<file path="src/rtl/ica_pkg.sv">
// ----------------------------------------------------------------------------
// ica_pkg: shared types and codes for the integer calculator ALU
// Operation and status codes, request and result structs, sequencer states.
// ----------------------------------------------------------------------------
package ica_pkg;

    typedef enum logic [2:0] {
        OP_ADD  = 3'd0,
        OP_SUB  = 3'd1,
        OP_MUL  = 3'd2,
        OP_DIV  = 3'd3,
        OP_POW  = 3'd4,
        OP_GCD  = 3'd5,
        OP_FACT = 3'd6,
        OP_NONE = 3'd7
    } op_t;

    typedef enum logic [1:0] {
        ST_OK       = 2'd0,
        ST_DIVZERO  = 2'd1,
        ST_OVERFLOW = 2'd2,
        ST_INVALID  = 2'd3
    } status_t;

    typedef struct packed {
        logic [2:0]         kind;
        logic signed [31:0] operand_a;
        logic signed [31:0] operand_b;
    } req_t;

    typedef struct packed {
        logic signed [31:0] value;
        logic signed [31:0] remainder;
        logic [1:0]         status;
    } rsp_t;

    typedef enum logic [2:0] {
        S_IDLE,
        S_DIV,
        S_POW_MUL,
        S_POW_SQR,
        S_FACT,
        S_FIN,
        S_OUT
    } state_t;

    localparam logic [32:0] MAG_CAP = 33'h1_0000_0000;
    localparam logic [31:0] POS_MAX = 32'h7FFF_FFFF;
    localparam logic [31:0] NEG_MIN = 32'h8000_0000;

endpackage

</file>
<file path="src/rtl/ica_satmul.sv">
// ----------------------------------------------------------------------------
// ica_satmul: saturating 33x33 multiply
// Product of two magnitudes, clamped at 2^32; shared by power and factorial.
// ----------------------------------------------------------------------------
module ica_satmul (
    input  logic [32:0] x,
    input  logic [32:0] y,
    output logic [32:0] p
);
    logic [65:0] full;

    always_comb
    begin
        full = x * y;
        if (full > {33'd0, ica_pkg::MAG_CAP})
            p = ica_pkg::MAG_CAP;
        else
            p = full[32:0];
    end
endmodule
</file>
<file path="config.mk">
export PLATFORM = sky130hd
export DESIGN_NAME = ica_satmul
export DESIGN_NICKNAME = d
export VERILOG_FILES = /design/src/rtl/ica_pkg.sv /design/src/rtl/ica_satmul.sv
export SDC_FILE = /design/constraint.sdc
export NUM_CORES = 2
export LEC_CHECK = 0
export BUFFER_PORTS_ARGS = -buffer_cell sky130_fd_sc_hd__buf_4
export CAP_MARGIN = 30
export CORE_ASPECT_RATIO = 2
export CORE_UTILIZATION = 40
export DETAILED_ROUTE_END_ITERATION = 6
export GPL_ROUTABILITY_DRIVEN = 0
export GPL_TIMING_DRIVEN = 0
export PLACE_DENSITY = 0.51
export SLEW_MARGIN = 20
export SYNTH_ARGS = -nofsm -noshare
export SYNTH_HDL_FRONTEND = slang
export SYNTH_SLANG_ARGS = --single-unit
</file>
<file path="constraint.sdc">
create_clock -name vclk -period 22.6
set_input_delay 3.39 -clock vclk [all_inputs]
set_output_delay 3.39 -clock vclk [all_outputs]
set_load 0.1 [all_outputs]
</file>
Word-level counts from Yosys, hierarchy flattened
Cells that the tools add are included.

Bits of input ports: 66. Output and inout port bits: 33. Register bits after elaboration: 0. Logic and storage cells: 3.

Muxes and demuxes: 1. Multiply operators: 1. Order comparisons: 1.

Operators by type and width (count): $gt A66 B33 Y1 const B (1); $mul A33 B33 Y66 (1); $mux W33 (1).

Logic depth before layout (Yosys ltp)
Depth after elaboration: 3. Mapped depth: 33. Depth with buffers taken out: 29.

Worst setup path before layout
No wires, ideal clock.

Path kind: in2out. Start: input y[0]. End: output p[1]. Path buffers: 2. Data arrival time: 12989 ps. Cell stages on the path: 31. Required time: 19210 ps. Setup slack: 6221 ps. Path through: clkbuf_1 and2_1 fa_1 inv_1 fa_1 inv_1 fa_1 inv_1 fa_1 inv_1 fa_1 inv_1 fa_1 inv_1 fa_1 inv_1 fa_1 inv_1 ha_1 nand2_1 or3_1 or3_1 and3_1 buf_6 a21boi_2 o22ai_1 or4_1 a2111oi_0 and4b_1 nand4b_4 nor3_1.

Word-level cells in the longest chain between the ends: 3.

Ends and longest elaborated chain: start, declared (line ica_satmul.sv:7) `input logic [32:0] y,`; $mul A33 B33 Y66 * (line ica_satmul.sv:14) `full = x * y;`; $gt A66 B33 Y1 (line ica_satmul.sv:15) `if (full > {33'd0, ica_pkg::MAG_CAP})`; $mux W33 * (line ica_satmul.sv:15); end, declared (line ica_satmul.sv:8) `output logic [32:0] p`.

Mark *: on every way between the ends. The rest lies on a longest branch, timed or not.

Worst setup path after layout
Start: input x[18]. End: output p[30].

Word-level cells in the longest chain between the ends: 3.

Ends and longest elaborated chain: start, declared (line ica_satmul.sv:6) `input logic [32:0] x,`; $mul A33 B33 Y66 * (line ica_satmul.sv:14); $gt A66 B33 Y1 (line ica_satmul.sv:15); $mux W33 * (line ica_satmul.sv:15).

Marks and branches as above.

==> flow_summary_export.csv <==
group,metric,value,unit
outcome,status,"finished clean",
cells_and_area,drive_gt1_frac,0.0439,
place,pre_cts_ws,5.60,ns
routing,dr.pass1.iters,5,
die,dieArea,93400,sq um
die,core_area,91300,sq um
cts,ctsHoldBuffers,0,
sta,rsz0062_at_grt,"no",
cells_and_area,nFillCells,9459,
setup_path,slowest_delay,0.89,ns
setup_path,crit_path_start_kind,"primary input",
run,drv_cap,0,
sta,setup_violations,0,
setup_path,criticalPathCategory,"in2out",
die,initial_core_util,0.403,
logic_synthesis,synth_fp_nets,5535,
sta,final.setup.tns,0,ns
grt,grt_remaining_overflow,0,
sta,fmax,0.0579,GHz
place,numPortBuffers,99,
die,die_w,217,um
cts,cts_resized,0,
routing,num_vias,30800,
setup_path,cp.required,19.21,ns
setup_path,crit_buf_inv,10,
logic_synthesis,synth_top_area_cell,"fa_1",
setup_path,crit_cells,31,
place,dp_hpwl,139000,um
cells_and_area,register_area,0,sq um
routing,wirelength,162000,um
logic_synthesis,yosys_warnings,0,
logic_synthesis,yosysSeqAreaShare,0,
logic_synthesis,syn_area_per_cell,8.68,sq um
logic_synthesis,syn_area,36800,sq um
grt,grt_pass1_vias,33800,
min_path,worstHoldPathType,"in2out",
die,num_io_pins,99,
setup_path,critPathCaptureType,"output pin",
routing,drc_errors,0,
logic_synthesis,synthCells,4246,
sta,maxSlewHeadroom,0.224,
routing,wl_per_cell,29.1,um
grt,antenna_found_initial,18,
logic_synthesis,synth_area_leaders,"fa_1 (52%), inv_1 (11%), and2_1 (9.4%), ha_1 (9.0%), nand2_1 (6.3%)",
cells_and_area,areaGrowthSynthToFinish,7.17,%
grt,grt_first_pass_wirelength,231000,um
logic_synthesis,synth.distinct_cells,71,
die,die_h,431,um
sta,final-hold-violation-count,0,
sta,worstMarginPinSlew,1.16,ns
routing,vias_per_cell,5.53,
cells_and_area,final_nets,5666,
sta,finalCriticalPeriod,17.29,ns
sta,slew_violations,0,
setup_path,critical_path.max_fanout,10,
min_path,hold_path_depth,4,
grt,grtUsageTotal,0.356,
sta,min_period_over_period,0.765,
setup_path,crit_family,"adder cells",
cells_and_area,seq_cells,0,
setup_path,critPathArrivalTime,13.90,ns
routing,drtAntennaViolNets,0,
sta,setup_ws,5.31,ns
place,placed_cells,5554,
routing,drtIter0Drc,2079,
setup_path,crit_top_cell,"fa_1",
setup_path,crit_path_top_delay_cell,"fa_1",
die,rows,157,
cells_and_area,instances_no_fill,5575,
cts,post_cts_buffers,0,
grt,grt_max_degree,11,
logic_synthesis,yosysTopAreaCellShare,0.521,
cells_and_area,n_clock_buffer,0,
-- cells by family (layout without fill, tap and decap cells) --
group,count (synthesis),after routing,share of synthesized area
mux,5,5,0.00143
buf+inv,1310,1439,0.135
other cells,0,8,0
xor+xnor,46,46,0.0109
compound gates,260,260,0.0450
simple gates,1402,1402,0.197
fa+ha+maj,1223,1223,0.611
-- cells in the mapped netlist (11+ instances only) --
library cell  count
nor4_1           13
o21ai_1          12
ha_1            265
nor2_1           53
o21ai_0          46
or3_1            11
nor3_1           11
xnor2_1          18
and2_1          553
nand4_1          56
a21oi_1          81
nand2_1         623
o21bai_1         11
a21o_1           25
fa_1            958
xor2_1           28
clkbuf_1        240
nor3_2           30
o21a_1           11
inv_1          1059
-- metrics by stage --
step	area, sq um	util	hold WS (ns)
floorplan	36800	-	7.05
global placement	39100	0.428	7.33
detailed placement	39300	0.430	7.33
global route	39500	0.432	7.34
CTS	39300	0.430	7.33
finish	39500	0.432	7.33
-- metal layers --
metal	up-vias	share of wire	wire, um	GRT usage
met5	-	0.00051	82	0
met4	12	0.14	22300	0.363
met3	696	0.053	8520	0.0474
met2	1365	0.51	83100	0.642
met1	16100	0.30	48200	0.336
li1	12600	-	-	-
-- worst paths after layout --
path              start  endpoint  slack (ns)
setup / recovery  x[18]     p[30]        5.31
hold / removal     y[0]      p[0]        7.33
-- cell type report --
type                       instances  area (sq um)  area share
multi-input combinational       2936         31900       0.807
inverter                        1059          3980       0.101
buffer                           251          1010      0.0256
antenna                            8          20.0    0.000507
timing repair buffer             129          1110      0.0282
tap                             1192          1490      0.0378
-- tightest hold or removal path: stages --
cell	delay, ns
buf_4	0.15
nand4_1	0.11
nor4b_2	0.06
buf_4	0.23
-- cells in the final DEF, fill, tap and decap left out, types with 18 or more instances in the layout --
master,instances
xor2_1,28
buf_6,26
inv_1,1059
a21oi_1,81
ha_1,265
xnor2_1,18
nand4_1,56
a21o_1,25
and2_1,553
nor2_1,53
nand2_1,623
fa_1,958
buf_4,103
clkbuf_1,227
o21ai_0,46
nor3_2,30
